File: config.mk
export PLATFORM = sky130hd
export DESIGN_NAME = isax_split_segment_by_next_bit_top
export DESIGN_NICKNAME = d
export VERILOG_FILES = /design/src/hw/rtl/isaxss_pkg.sv /design/src/hw/rtl/isaxss_ram.sv /design/src/hw/rtl/isax_split_segment_by_next_bit_top.sv
export SDC_FILE = /design/constraint.sdc
export NUM_CORES = 1
export LEC_CHECK = 0
export ABC_AREA = 1
export BUFFER_PORTS_ARGS = -buffer_cell sky130_fd_sc_hd__buf_2
export CORE_MARGIN = 2
export CORE_UTILIZATION = 55
export CTS_BUF_LIST = sky130_fd_sc_hd__clkbuf_2 sky130_fd_sc_hd__clkbuf_4 sky130_fd_sc_hd__clkbuf_8
export DETAILED_ROUTE_END_ITERATION = 16
export PLACE_DENSITY = 0.77
export SKIP_CTS_REPAIR_TIMING = 1
export SLEW_MARGIN = 20
export SYNTH_ARGS = -nofsm -noshare
export SYNTH_HDL_FRONTEND = slang
export SYNTH_SLANG_ARGS = --single-unit
File: constraint.sdc
create_clock -name clk -period 5.4 [get_ports clk]
set_input_delay 0.54 -clock clk [delete_from_list [all_inputs] [get_ports clk]]
set_output_delay 0.54 -clock clk [all_outputs]
set_load 0.05 [all_outputs]
File: src/hw/rtl/isaxss_pkg.sv
// Types and constants of the iSAX split-segment selector.
package isaxss_pkg;

    // Parameter defaults
    localparam int MAX_SEGMENTS_DEF    = 16;
    localparam int MAX_LEAF_SERIES_DEF = 1024;
    localparam int SYMBOL_BITS_DEF     = 8;

    // Fixed field widths
    localparam int SEG_W   = 4;
    localparam int VALUE_W = 8;
    localparam int CNT_W   = 12;
    localparam int ABS_W   = 11;
    localparam int CFG_W   = 5;

    // Largest balance magnitude a counter may hold
    localparam int BAL_CAP = 2047;

    localparam logic [CFG_W-1:0] CFG_RESET = 5'd16;

    // Request modes
    localparam logic MODE_MASK   = 1'b0;
    localparam logic MODE_SYMBOL = 1'b1;

    // Mask value that marks a segment at full cardinality
    localparam logic [VALUE_W-1:0] MASK_FULL = 8'd1;

    typedef struct packed {
        logic               mode;
        logic [SEG_W-1:0]   segment;
        logic [VALUE_W-1:0] value;
        logic               last;
    } sym_req_t;

    typedef struct packed {
        logic [SEG_W-1:0] split_segment;
        logic             found;
        logic [ABS_W-1:0] best_balance;
    } res_req_t;

endpackage

File: src/hw/rtl/isaxss_ram.sv
// Generic single-write, single-read RAM with registered read data.
module isaxss_ram #(
    parameter int WIDTH = 8,
    parameter int DEPTH = 16,
    parameter int AW    = (DEPTH > 1) ? $clog2(DEPTH) : 1
) (
    input  logic             clk,
    input  logic             we,
    input  logic [AW-1:0]    waddr,
    input  logic [WIDTH-1:0] wdata,
    input  logic             re,
    input  logic [AW-1:0]    raddr,
    output logic [WIDTH-1:0] rdata
);

    logic [WIDTH-1:0] mem [DEPTH];
    logic [WIDTH-1:0] rdata_reg;

    // Write port
    always_ff @(posedge clk)
    begin
        if (we)
        begin
            mem[waddr] <= wdata;
        end
    end

    // Registered read port, old data on a same-address write
    always_ff @(posedge clk)
    begin
        if (re)
        begin
            rdata_reg <= mem[raddr];
        end
    end

    assign rdata = rdata_reg;

endmodule

File: src/hw/rtl/isax_split_segment_by_next_bit_top.sv
// iSAX split-segment selector: per-segment next-bit balance and split choice.
// Mask loads and symbols are taken one per cycle while sym_ready is high (low in the walk and
// result hand-off); a symbol updates its counter in the next cycle. After the last symbol
// the walk reads limit = min(segments_in_use, MAX_SEGMENTS) segments, one a cycle.
// Reset: counters read as zero (per-entry valid flops), segments_in_use = 16, masks undefined.
module isax_split_segment_by_next_bit_top
    import isaxss_pkg::*;
#(
    parameter int MAX_SEGMENTS    = MAX_SEGMENTS_DEF,
    parameter int MAX_LEAF_SERIES = MAX_LEAF_SERIES_DEF,
    parameter int SYMBOL_BITS     = SYMBOL_BITS_DEF
) (
    input  logic             clk,
    input  logic             rst_n,
    input  logic             cfg_we,
    input  logic [CFG_W-1:0] cfg_wdata,
    input  logic             sym_valid,
    output logic             sym_ready,
    input  sym_req_t         sym_req,
    output logic             res_valid,
    input  logic             res_ready,
    output res_req_t         res_req
);

    localparam int AW  = (MAX_SEGMENTS > 1) ? $clog2(MAX_SEGMENTS) : 1;
    localparam int LW  = ($clog2(MAX_SEGMENTS + 1) > CFG_W) ? $clog2(MAX_SEGMENTS + 1) : CFG_W;
    localparam int LIM = (MAX_LEAF_SERIES < BAL_CAP) ? MAX_LEAF_SERIES : BAL_CAP;
    localparam logic signed [CNT_W-1:0] BAL_POS = CNT_W'(LIM);
    localparam logic signed [CNT_W-1:0] BAL_NEG = -CNT_W'(LIM);
    localparam logic [VALUE_W-1:0] SYM_MASK =
        (SYMBOL_BITS >= VALUE_W) ? {VALUE_W{1'b1}} : VALUE_W'((1 << SYMBOL_BITS) - 1);
    localparam logic [LW-1:0] SEG_MAX = LW'(MAX_SEGMENTS);

    localparam logic [1:0] ST_RUN  = 2'd0;
    localparam logic [1:0] ST_WALK = 2'd1;
    localparam logic [1:0] ST_DONE = 2'd2;

    logic [1:0]             state_reg, state_next;
    logic [CFG_W-1:0]       seg_use_reg;

    // Symbol update stage
    logic                   s1_valid_reg, s1_last_reg, s1_ok_reg;
    logic [AW-1:0]          s1_addr_reg;
    logic [VALUE_W-1:0]     s1_val_reg;

    // Forwarding of the counter written in the previous cycle
    logic                   fwd_valid_reg;
    logic [AW-1:0]          fwd_addr_reg;
    logic signed [CNT_W-1:0] fwd_cnt_reg;

    logic [MAX_SEGMENTS-1:0] cnt_vld_reg, cnt_vld_next;

    // Walk state
    logic [LW-1:0]          rd_idx_reg, rd_idx_next;
    logic                   p_valid_reg;
    logic [LW-1:0]          p_idx_reg;
    logic                   found_reg, found_next;
    logic [LW-1:0]          best_idx_reg, best_idx_next;
    logic [ABS_W-1:0]       best_abs_reg, best_abs_next;
    logic [VALUE_W-1:0]     best_mask_reg, best_mask_next;

    logic                   res_valid_reg, res_valid_next;
    res_req_t               res_req_reg;

    logic                   sym_acc, is_sym, seg_ok, walk_issue, done_load;
    logic [LW-1:0]          seg_ext, limit;
    logic [AW-1:0]          seg_addr, rd_addr;
    logic                   mask_we, rd_en, cnt_we;
    logic [VALUE_W-1:0]     mask_rdata;
    logic [CNT_W-1:0]       cnt_rdata;
    logic signed [CNT_W-1:0] cnt_old, cnt_new, w_cnt, w_abs_s;
    logic                   hit, eligible;
    logic [ABS_W-1:0]       w_abs;

    // Input decode
    assign sym_ready = (state_reg == ST_RUN) && !(s1_valid_reg && s1_last_reg);
    assign sym_acc   = sym_valid && sym_ready;
    assign is_sym    = (sym_req.mode == MODE_SYMBOL);
    assign seg_ext   = {{(LW - SEG_W){1'b0}}, sym_req.segment};
    assign seg_ok    = (seg_ext < SEG_MAX);
    assign seg_addr  = seg_ext[AW-1:0];

    assign limit = (LW'(seg_use_reg) < SEG_MAX) ? LW'(seg_use_reg) : SEG_MAX;

    assign walk_issue = (state_reg == ST_WALK) && (rd_idx_reg < limit);

    // Memory port control
    assign mask_we = sym_acc && !is_sym && seg_ok;
    assign rd_en   = (sym_acc && is_sym) || walk_issue;
    assign rd_addr = (state_reg == ST_WALK) ? rd_idx_reg[AW-1:0] : seg_addr;
    assign cnt_we  = s1_valid_reg && s1_ok_reg;

    isaxss_ram #(
        .WIDTH (VALUE_W),
        .DEPTH (MAX_SEGMENTS),
        .AW    (AW)
    ) u_mask_ram (
        .clk   (clk),
        .we    (mask_we),
        .waddr (seg_addr),
        .wdata (sym_req.value & SYM_MASK),
        .re    (rd_en),
        .raddr (rd_addr),
        .rdata (mask_rdata)
    );

    isaxss_ram #(
        .WIDTH (CNT_W),
        .DEPTH (MAX_SEGMENTS),
        .AW    (AW)
    ) u_cnt_ram (
        .clk   (clk),
        .we    (cnt_we),
        .waddr (s1_addr_reg),
        .wdata (cnt_new),
        .re    (rd_en),
        .raddr (rd_addr),
        .rdata (cnt_rdata)
    );

    // Counter update with forwarding and saturation
    always_comb
    begin
        if (fwd_valid_reg && (fwd_addr_reg == s1_addr_reg))
        begin
            cnt_old = fwd_cnt_reg;
        end
        else if (cnt_vld_reg[s1_addr_reg])
        begin
            cnt_old = cnt_rdata;
        end
        else
        begin
            cnt_old = '0;
        end
        hit = |(s1_val_reg & (mask_rdata >> 1));
        if (hit)
        begin
            cnt_new = (cnt_old < BAL_POS) ? cnt_old + CNT_W'(1) : cnt_old;
        end
        else
        begin
            cnt_new = (cnt_old > BAL_NEG) ? cnt_old - CNT_W'(1) : cnt_old;
        end
    end

    // Walk evaluation of one segment
    always_comb
    begin
        w_cnt    = cnt_vld_reg[p_idx_reg[AW-1:0]] ? cnt_rdata : '0;
        w_abs_s  = (w_cnt < 0) ? -w_cnt : w_cnt;
        w_abs    = w_abs_s[ABS_W-1:0];
        eligible = (mask_rdata != MASK_FULL);

        found_next     = found_reg;
        best_idx_next  = best_idx_reg;
        best_abs_next  = best_abs_reg;
        best_mask_next = best_mask_reg;
        if (state_reg == ST_RUN)
        begin
            found_next     = 1'b0;
            best_idx_next  = '0;
            best_abs_next  = '0;
            best_mask_next = '0;
        end
        else if (p_valid_reg && eligible)
        begin
            if (!found_reg || (w_abs < best_abs_reg))
            begin
                found_next     = 1'b1;
                best_idx_next  = p_idx_reg;
                best_abs_next  = w_abs;
                best_mask_next = mask_rdata;
            end
            else if ((w_abs == best_abs_reg) && (mask_rdata > best_mask_reg))
            begin
                best_idx_next  = p_idx_reg;
                best_mask_next = mask_rdata;
            end
        end
    end

    // Sequencer
    always_comb
    begin
        state_next  = state_reg;
        rd_idx_next = rd_idx_reg;
        done_load   = 1'b0;
        unique case (state_reg)
            ST_RUN:
            begin
                rd_idx_next = '0;
                if (s1_valid_reg && s1_last_reg)
                begin
                    state_next = ST_WALK;
                end
            end
            ST_WALK:
            begin
                if (walk_issue)
                begin
                    rd_idx_next = rd_idx_reg + LW'(1);
                end
                else if (!p_valid_reg)
                begin
                    state_next = ST_DONE;
                end
            end
            ST_DONE:
            begin
                if (!res_valid_reg || res_ready)
                begin
                    done_load  = 1'b1;
                    state_next = ST_RUN;
                end
            end
            default:
            begin
                state_next = ST_RUN;
            end
        endcase
    end

    // Counter valid flags: set on write, cleared after each walk
    always_comb
    begin
        cnt_vld_next = cnt_vld_reg;
        if (cnt_we)
        begin
            cnt_vld_next[s1_addr_reg] = 1'b1;
        end
        if (done_load)
        begin
            cnt_vld_next = '0;
        end
    end

    assign res_valid_next = done_load ? 1'b1 : (res_ready ? 1'b0 : res_valid_reg);

    // Control registers
    always_ff @(posedge clk or negedge rst_n)
    begin
        if (!rst_n)
        begin
            state_reg     <= ST_RUN;
            seg_use_reg   <= CFG_RESET;
            s1_valid_reg  <= 1'b0;
            fwd_valid_reg <= 1'b0;
            cnt_vld_reg   <= '0;
            p_valid_reg   <= 1'b0;
            rd_idx_reg    <= '0;
            found_reg     <= 1'b0;
            res_valid_reg <= 1'b0;
        end
        else
        begin
            state_reg     <= state_next;
            if (cfg_we)
            begin
                seg_use_reg <= cfg_wdata;
            end
            s1_valid_reg  <= sym_acc && is_sym;
            fwd_valid_reg <= cnt_we;
            cnt_vld_reg   <= cnt_vld_next;
            p_valid_reg   <= walk_issue;
            rd_idx_reg    <= rd_idx_next;
            found_reg     <= found_next;
            res_valid_reg <= res_valid_next;
        end
    end

    // Payload registers
    always_ff @(posedge clk)
    begin
        if (sym_acc && is_sym)
        begin
            s1_last_reg <= sym_req.last;
            s1_ok_reg   <= seg_ok;
            s1_addr_reg <= seg_addr;
            s1_val_reg  <= sym_req.value & SYM_MASK;
        end
        if (cnt_we)
        begin
            fwd_addr_reg <= s1_addr_reg;
            fwd_cnt_reg  <= cnt_new;
        end
        p_idx_reg     <= rd_idx_reg;
        best_idx_reg  <= best_idx_next;
        best_abs_reg  <= best_abs_next;
        best_mask_reg <= best_mask_next;
        if (done_load)
        begin
            res_req_reg.split_segment <= best_idx_reg[SEG_W-1:0];
            res_req_reg.found         <= found_reg;
            res_req_reg.best_balance  <= best_abs_reg;
        end
    end

    assign res_valid = res_valid_reg;
    assign res_req   = res_req_reg;

endmodule

[Yosys cells after proc, flatten, opt, wreduce, memory -nomap -nowiden]
Memory sizes are Yosys's and may differ from the RTL's. A register that Yosys moved wholly into a read port is not among the register bits.
Index checks and enable logic that the tools add are counted.
W data, S select, Z words.
Storage, ports and cells
  bits in registers: 106
  memory bits (writable): 320
  bits of input ports: 24
  output and inout port bits: 18
  word-level logic and storage cells: 122
  memories kept: 2
Memories
  u_cnt_ram.mem: depth 16, bits a word 12, rd ports 1, clocked after Yosys merged registers in 1, wr ports 1, line isaxss_ram.sv:16  | logic [WIDTH-1:0] mem [DEPTH];
  u_mask_ram.mem: depth 16, bits a word 8, rd ports 1, clocked after Yosys merged registers in 1, wr ports 1, line isaxss_ram.sv:16
Operators by class
  add/sub/neg operators: 4
  $lt $le $gt $ge: 11
  equal/unequal tests: 10
  mux-type cells: 39
  bitwise gates (word level): 2
  reductions and logical operators: 32
Operators by type and width (number)
  $mux W12: 6
  $mux W16: 2
  $mux W8: 2
  $or A16 B16 Y16: 1
  $lt A4 B5 Y1 const B: 3
  $mux W1: 14
  $add A12 B2 Y12 const B: 1
  $gt A12 B11 Y1 const B: 1
  $logic_and A1 B1 Y1: 12
  $lt A12 B1 Y1 const B: 1
  $lt A12 B12 Y1 const B: 1
  $mux W4: 3
  $reduce_bool A2 Y1: 6
  $sub A12 B2 Y12 const B: 1
  $eq A11 B11 Y1: 1
  $lt A11 B11 Y1: 1
  $mux W11: 1
  $neg A11 Y11: 1
  $mux W5: 2
  $pmux W5 S2: 1
  $and A8 B7 Y8: 1
  $bmux W1 S4: 2
  $gt A8 B8 Y1: 1
  $mux W2: 4
  other kinds (18): 29

[Longest topological paths before layout]
  depth in word-level cells: 10
  mapped depth: 31
  mapped depth without buffers: 29

[Cells and area by module]
Synthesis repeated with hierarchy kept, for this count alone.
Unflattened totals
  cells, all modules: 2193
  area, all modules: 20788.7 um2
By module, submodules not included
  isaxss_ram at u_cnt_ram: times used 1, cells each 815, area each 8683.3 um2, sequential area each 6125.9 um2
  isax_split_segment_by_next_bit_top: times used 1, cells each 827, area each 6258.5 um2, sequential area each 2688.8 um2
  isaxss_ram at u_mask_ram: times used 1, cells each 551, area each 5846.9 um2, sequential area each 4083.9 um2

[Least setup slack after synthesis]
No wires, ideal clock.
  path kind: reg2reg
  start point: reg p_idx_reg[0]
  end point: reg best_mask_reg[3]
  setup time: 120 ps
  arrival time: 3879 ps
  required time: 5280 ps
  slack: 1401 ps
  cell stages (with the launch flop): 28
  buffers on the path: 3
  period minus slack after synthesis: 3999 ps
  path through: dfxtp_1 -> buf_2 -> buf_2 -> a21oi_1 -> o21ai_0 -> nand3_1 -> o211ai_1 -> nand2_1 -> buf_2 -> inv_1 -> nor2_1 -> inv_1 -> ha_1 -> or2_2 -> o21ai_0 -> ha_1 -> a21oi_1 -> o21ai_0 -> nand3_1 -> o2111ai_1 -> nand2_1 -> inv_1 -> nor2_1 -> clkinv_1 -> nand2_1 -> clkinv_1 -> o21ai_0 -> a21oi_1
Between the ends
  word-level cells in the longest chain between the ends: 9
  elaborated cells on any way between the ends: 13
  classes of those cells: 1 x add/sub; 2 x order compare; 1 x eq/ne; 5 x mux; 4 x reduce/logical
RTL lines
  start: declaration: line isax_split_segment_by_next_bit_top.sv:56  | logic [LW-1:0] p_idx_reg;
  start signal: assignment: line isax_split_segment_by_next_bit_top.sv:287  | p_idx_reg <= rd_idx_reg;
  $bmux W1 S4 (*): line isax_split_segment_by_next_bit_top.sv:150  | w_cnt = cnt_vld_reg[p_idx_reg[AW-1:0]] ? cnt_rdata : '0;
  $mux W1 (implied by the code) (*): line isax_split_segment_by_next_bit_top.sv:150
  $mux W12 (*): line isax_split_segment_by_next_bit_top.sv:150
  $neg A11 Y11 or $lt A12 B1 Y1 (tied branches): line isax_split_segment_by_next_bit_top.sv:151  | w_abs_s = (w_cnt < 0) ? -w_cnt : w_cnt;
  $mux W11 (*): line isax_split_segment_by_next_bit_top.sv:151
  via w_abs_s[2]: line isax_split_segment_by_next_bit_top.sv:71  | logic signed [CNT_W-1:0] cnt_old, cnt_new, w_cnt, w_abs_s;
  $lt A11 B11 Y1 or $eq A11 B11 Y1 (tied branches): line isax_split_segment_by_next_bit_top.sv:168, isax_split_segment_by_next_bit_top.sv:175
  $logic_or A1 B1 Y1 or $logic_and A1 B1 Y1 (tied branches): line isax_split_segment_by_next_bit_top.sv:168, isax_split_segment_by_next_bit_top.sv:175
  $reduce_bool A2 Y1 (no line)
  $reduce_and A2 Y1 (no line)
  end signal: assignment: line isax_split_segment_by_next_bit_top.sv:290  | best_mask_reg <= best_mask_next;
  end: declaration: line isax_split_segment_by_next_bit_top.sv:60  | logic [VALUE_W-1:0] best_mask_reg, best_mask_next;
The timed path passes the listed nets; every way through them passes the cells marked *. The select of a mux whose other input is x is not followed.
A chain may end at the register's enable or synchronous reset.

[Worst setup path after layout]
  start point: reg p_idx_reg[0]
  end point: reg best_mask_reg[5]
The elaborated chain is that of the path after synthesis.

==> metrics.csv <==
metric;value;unit
violations;hold timing;
io_pins;42;
crit_type;reg -> reg;
crit_arrival;5110;ps
r2r_end;best_mask_reg[5]$_SDFFE_PP0P_;
cts_buffers;72;
finalCritPeriodShare;84.8;%
grt_pass1_vias;13100;
ff2ff_path_depth;26;
syn2layout_area_growth;11.1;%
status;finished, violations left;
synth_warnings;0;
root_buffer;clkbuf_8;
drive_above_1_share;12.3;%
peakVddDrop;0.456;mV
synth_top_cell_by_area;edfxtp_1;
cp_max_fo;18;
rows;68;
worstMarginPinSlew;1080;ps
clkLatencyLatePin;650;ps
drv_slew;0;
post-route-min-period;4580;ps
synth_cells;1790;
drc;0;
setup_viol;0;
critPathRequiredTime;5930;ps
yosys.cell_types.count;54;
largest_register_ff_count;192;
fin_setup_tns;0;ps
skew;39.6;ps
cts.clk_slew.worst_paths;60;ps
hold_violations;32;
mostFrequentLayoutCells;edfxtp_1 (384), nor2_1 (364), nand2_1 (257);
layout_commonest_cell;edfxtp_1;
netlist.area_leader.share;59.4;%
clk_path_buf_depth;3;
via_per_inst;5.77;
post_synth.cell_area_avg;10.9;µm²
die-area;36800;µm²
final.fill_count;2626;
ant_nets;0;
seq_area_frac_synth;66.4;%
clock-sinks;444;
finish.net_count;1901;
drtPass1Iterations;6;
critPathCaptureType;flop;
p_leak;8.08;nW
grt_overflow;0;
dp_hpwl;28100;µm
regToRegSetupSlack;820;ps
fmax;218;MHz
syn_area;19400;µm²
antenna_cells;0;
routabilityCongestion;0.906;
die_height;192;µm
io_buffers;41;
hold_ws;-35.5;ps
yosys_register_bits;444;
rsz0062_at_grt;false;
start_util;56.1;%
worstSetupStartpointType;flop;
vias;13600;
powerDensity;543;nW/µm²
grt_max_degree;161;
max-cap-violations;0;
top_regs;u_cnt_ram.mem: 192 flops, u_mask_ram.mem: 128 flops;
drtIter0Drc;1402;
relSlewSlack;27.8;%
grt_usage;25.4;%
grt_pass1_wl;71200;µm
core_area;34600;µm²
cts_tree;built;
synthTopCellsByArea;edfxtp_1 (59%), nor2_1 (7.1%), o21ai_0 (5.8%), nand2_1 (5.0%), dfrtp_1 (4.1%);
totalWireLength;45600;µm
top_register;u_cnt_ram.mem;
antenna_found_initial;0;
die_w;192;µm
avgRoutedWirePerCell;19.3;µm
regToRegStartpoint;p_idx_reg[0]$_DFF_P_;
holdCritPathClass;in -> async;
h-tree-depth;3;
syn_nets;1842;
==> worst max-delay path by stage <==
stage	from	to	slack (ps)	depth (start not counted)
3_3_place_gp	p_idx_reg[0]$_DFF_P_	best_mask_reg[4]$_SDFFE_PP0P_	600	26
3_5_place_dp	p_idx_reg[0]$_DFF_P_	best_mask_reg[3]$_SDFFE_PP0P_	500	26
2_1_floorplan	p_idx_reg[0]$_DFF_P_	best_mask_reg[3]$_SDFFE_PP0P_	1400	27
4_1_cts	p_idx_reg[0]$_DFF_P_	best_mask_reg[3]$_SDFFE_PP0P_	440	26
5_1_grt	p_idx_reg[0]$_DFF_P_	best_mask_reg[3]$_SDFFE_PP0P_	160	28
6_report	p_idx_reg[0]$_DFF_P_	best_mask_reg[5]$_SDFFE_PP0P_	820	26
==> critical path: stages, from the launching register on <==
cell and delay, ps:
dfxtp_2 490, nand2_1 80, o21ai_0 80, nand2_1 80, nand2_1 70, o211ai_1 80, nand2_1 320, inv_1 180
nor2_1 120, inv_1 90, ha_1 210, or2_2 300, o21ai_0 230, ha_1 310, a21oi_1 120, o21ai_0 90
nand3_1 70, o2111ai_1 100, nand2_1 80, inv_1 40, nor2_1 250, clkinv_1 110, buf_4 200, nand2_2 230
clkinvlp_4 250, o21ai_0 210, a21oi_1 50
==> synth_stat cells (all sizes together) <==
library cell	n
nor4	2
o22ai	1
and3	1
nor3	18
nand4	6
nand3b	1
inv	116
xor2	8
o21ai	235
a22o	3
o211ai	40
buf	25
nand2	266
dfxtp	27
o2111ai	2
xnor2	1
a31oi	3
a21oi	39
dfstp	1
dfrtp	32
o21bai	7
clkbuf	54
clkinv	4
or2	2
o221ai	14
o41ai	2
mux2	4
o32ai	26
nand3	49
mux2i	1
edfxtp	384
o31ai	3
a21o	1
nor2	381
ha	28
o21a	3
==> through the flow <==
stage	area (µm²)	std cells	power [mW]	worst slack (ps)	util (%)
2_1_floorplan	19400	1790	7.55	1400	-
3_3_place_gp	20100	2230	8.60	602	58.0
3_5_place_dp	20100	2230	8.77	502	58.0
4_1_cts	21600	2362	11.7	441	62.2
5_1_grt	21600	2362	12.4	157	62.3
6_report	21600	2362	11.7	822	62.3
==> layer usage <==
metal	GRT usage, %	vias to the layer above	share of wire [%]
li1	-	6394	-
met1	34.8	6561	42
met2	40.6	598	47
met3	5.46	87	8.7
met4	8.64	0	2.2
met5	0	-	0
==> report_power, final <==
part           internal, mW  switching (mW)  total [mW]
logic                  1.14            2.89        4.03
clock network          1.59            1.34        2.93
registers              4.47           0.272        4.74
total                  7.21            4.50        11.7
==> layout make-up <==
type                    instances  area [µm²]  share of cell area [%]
flip-flops and latches        444       12900                    59.8
multi-input cells            1147        5780                    26.8
clock buffers                 101        1230                    5.72
well taps                     455         569                    2.64
inverters                     120         457                    2.12
repair buffers                 64         415                    1.93
clock inverters                31         221                    1.03
==> kinds of logic after synthesis <==
family	Yosys count	share of synthesized area, %
fa+ha+maj	28	1.80
flops	444	66.4
mux	5	0.283
compound gates	379	11.7
simple gates	726	15.2
buf+inv	199	4.17
xor+xnor	9	0.406
No activity file was read; power rests on OpenSTA's default activity.
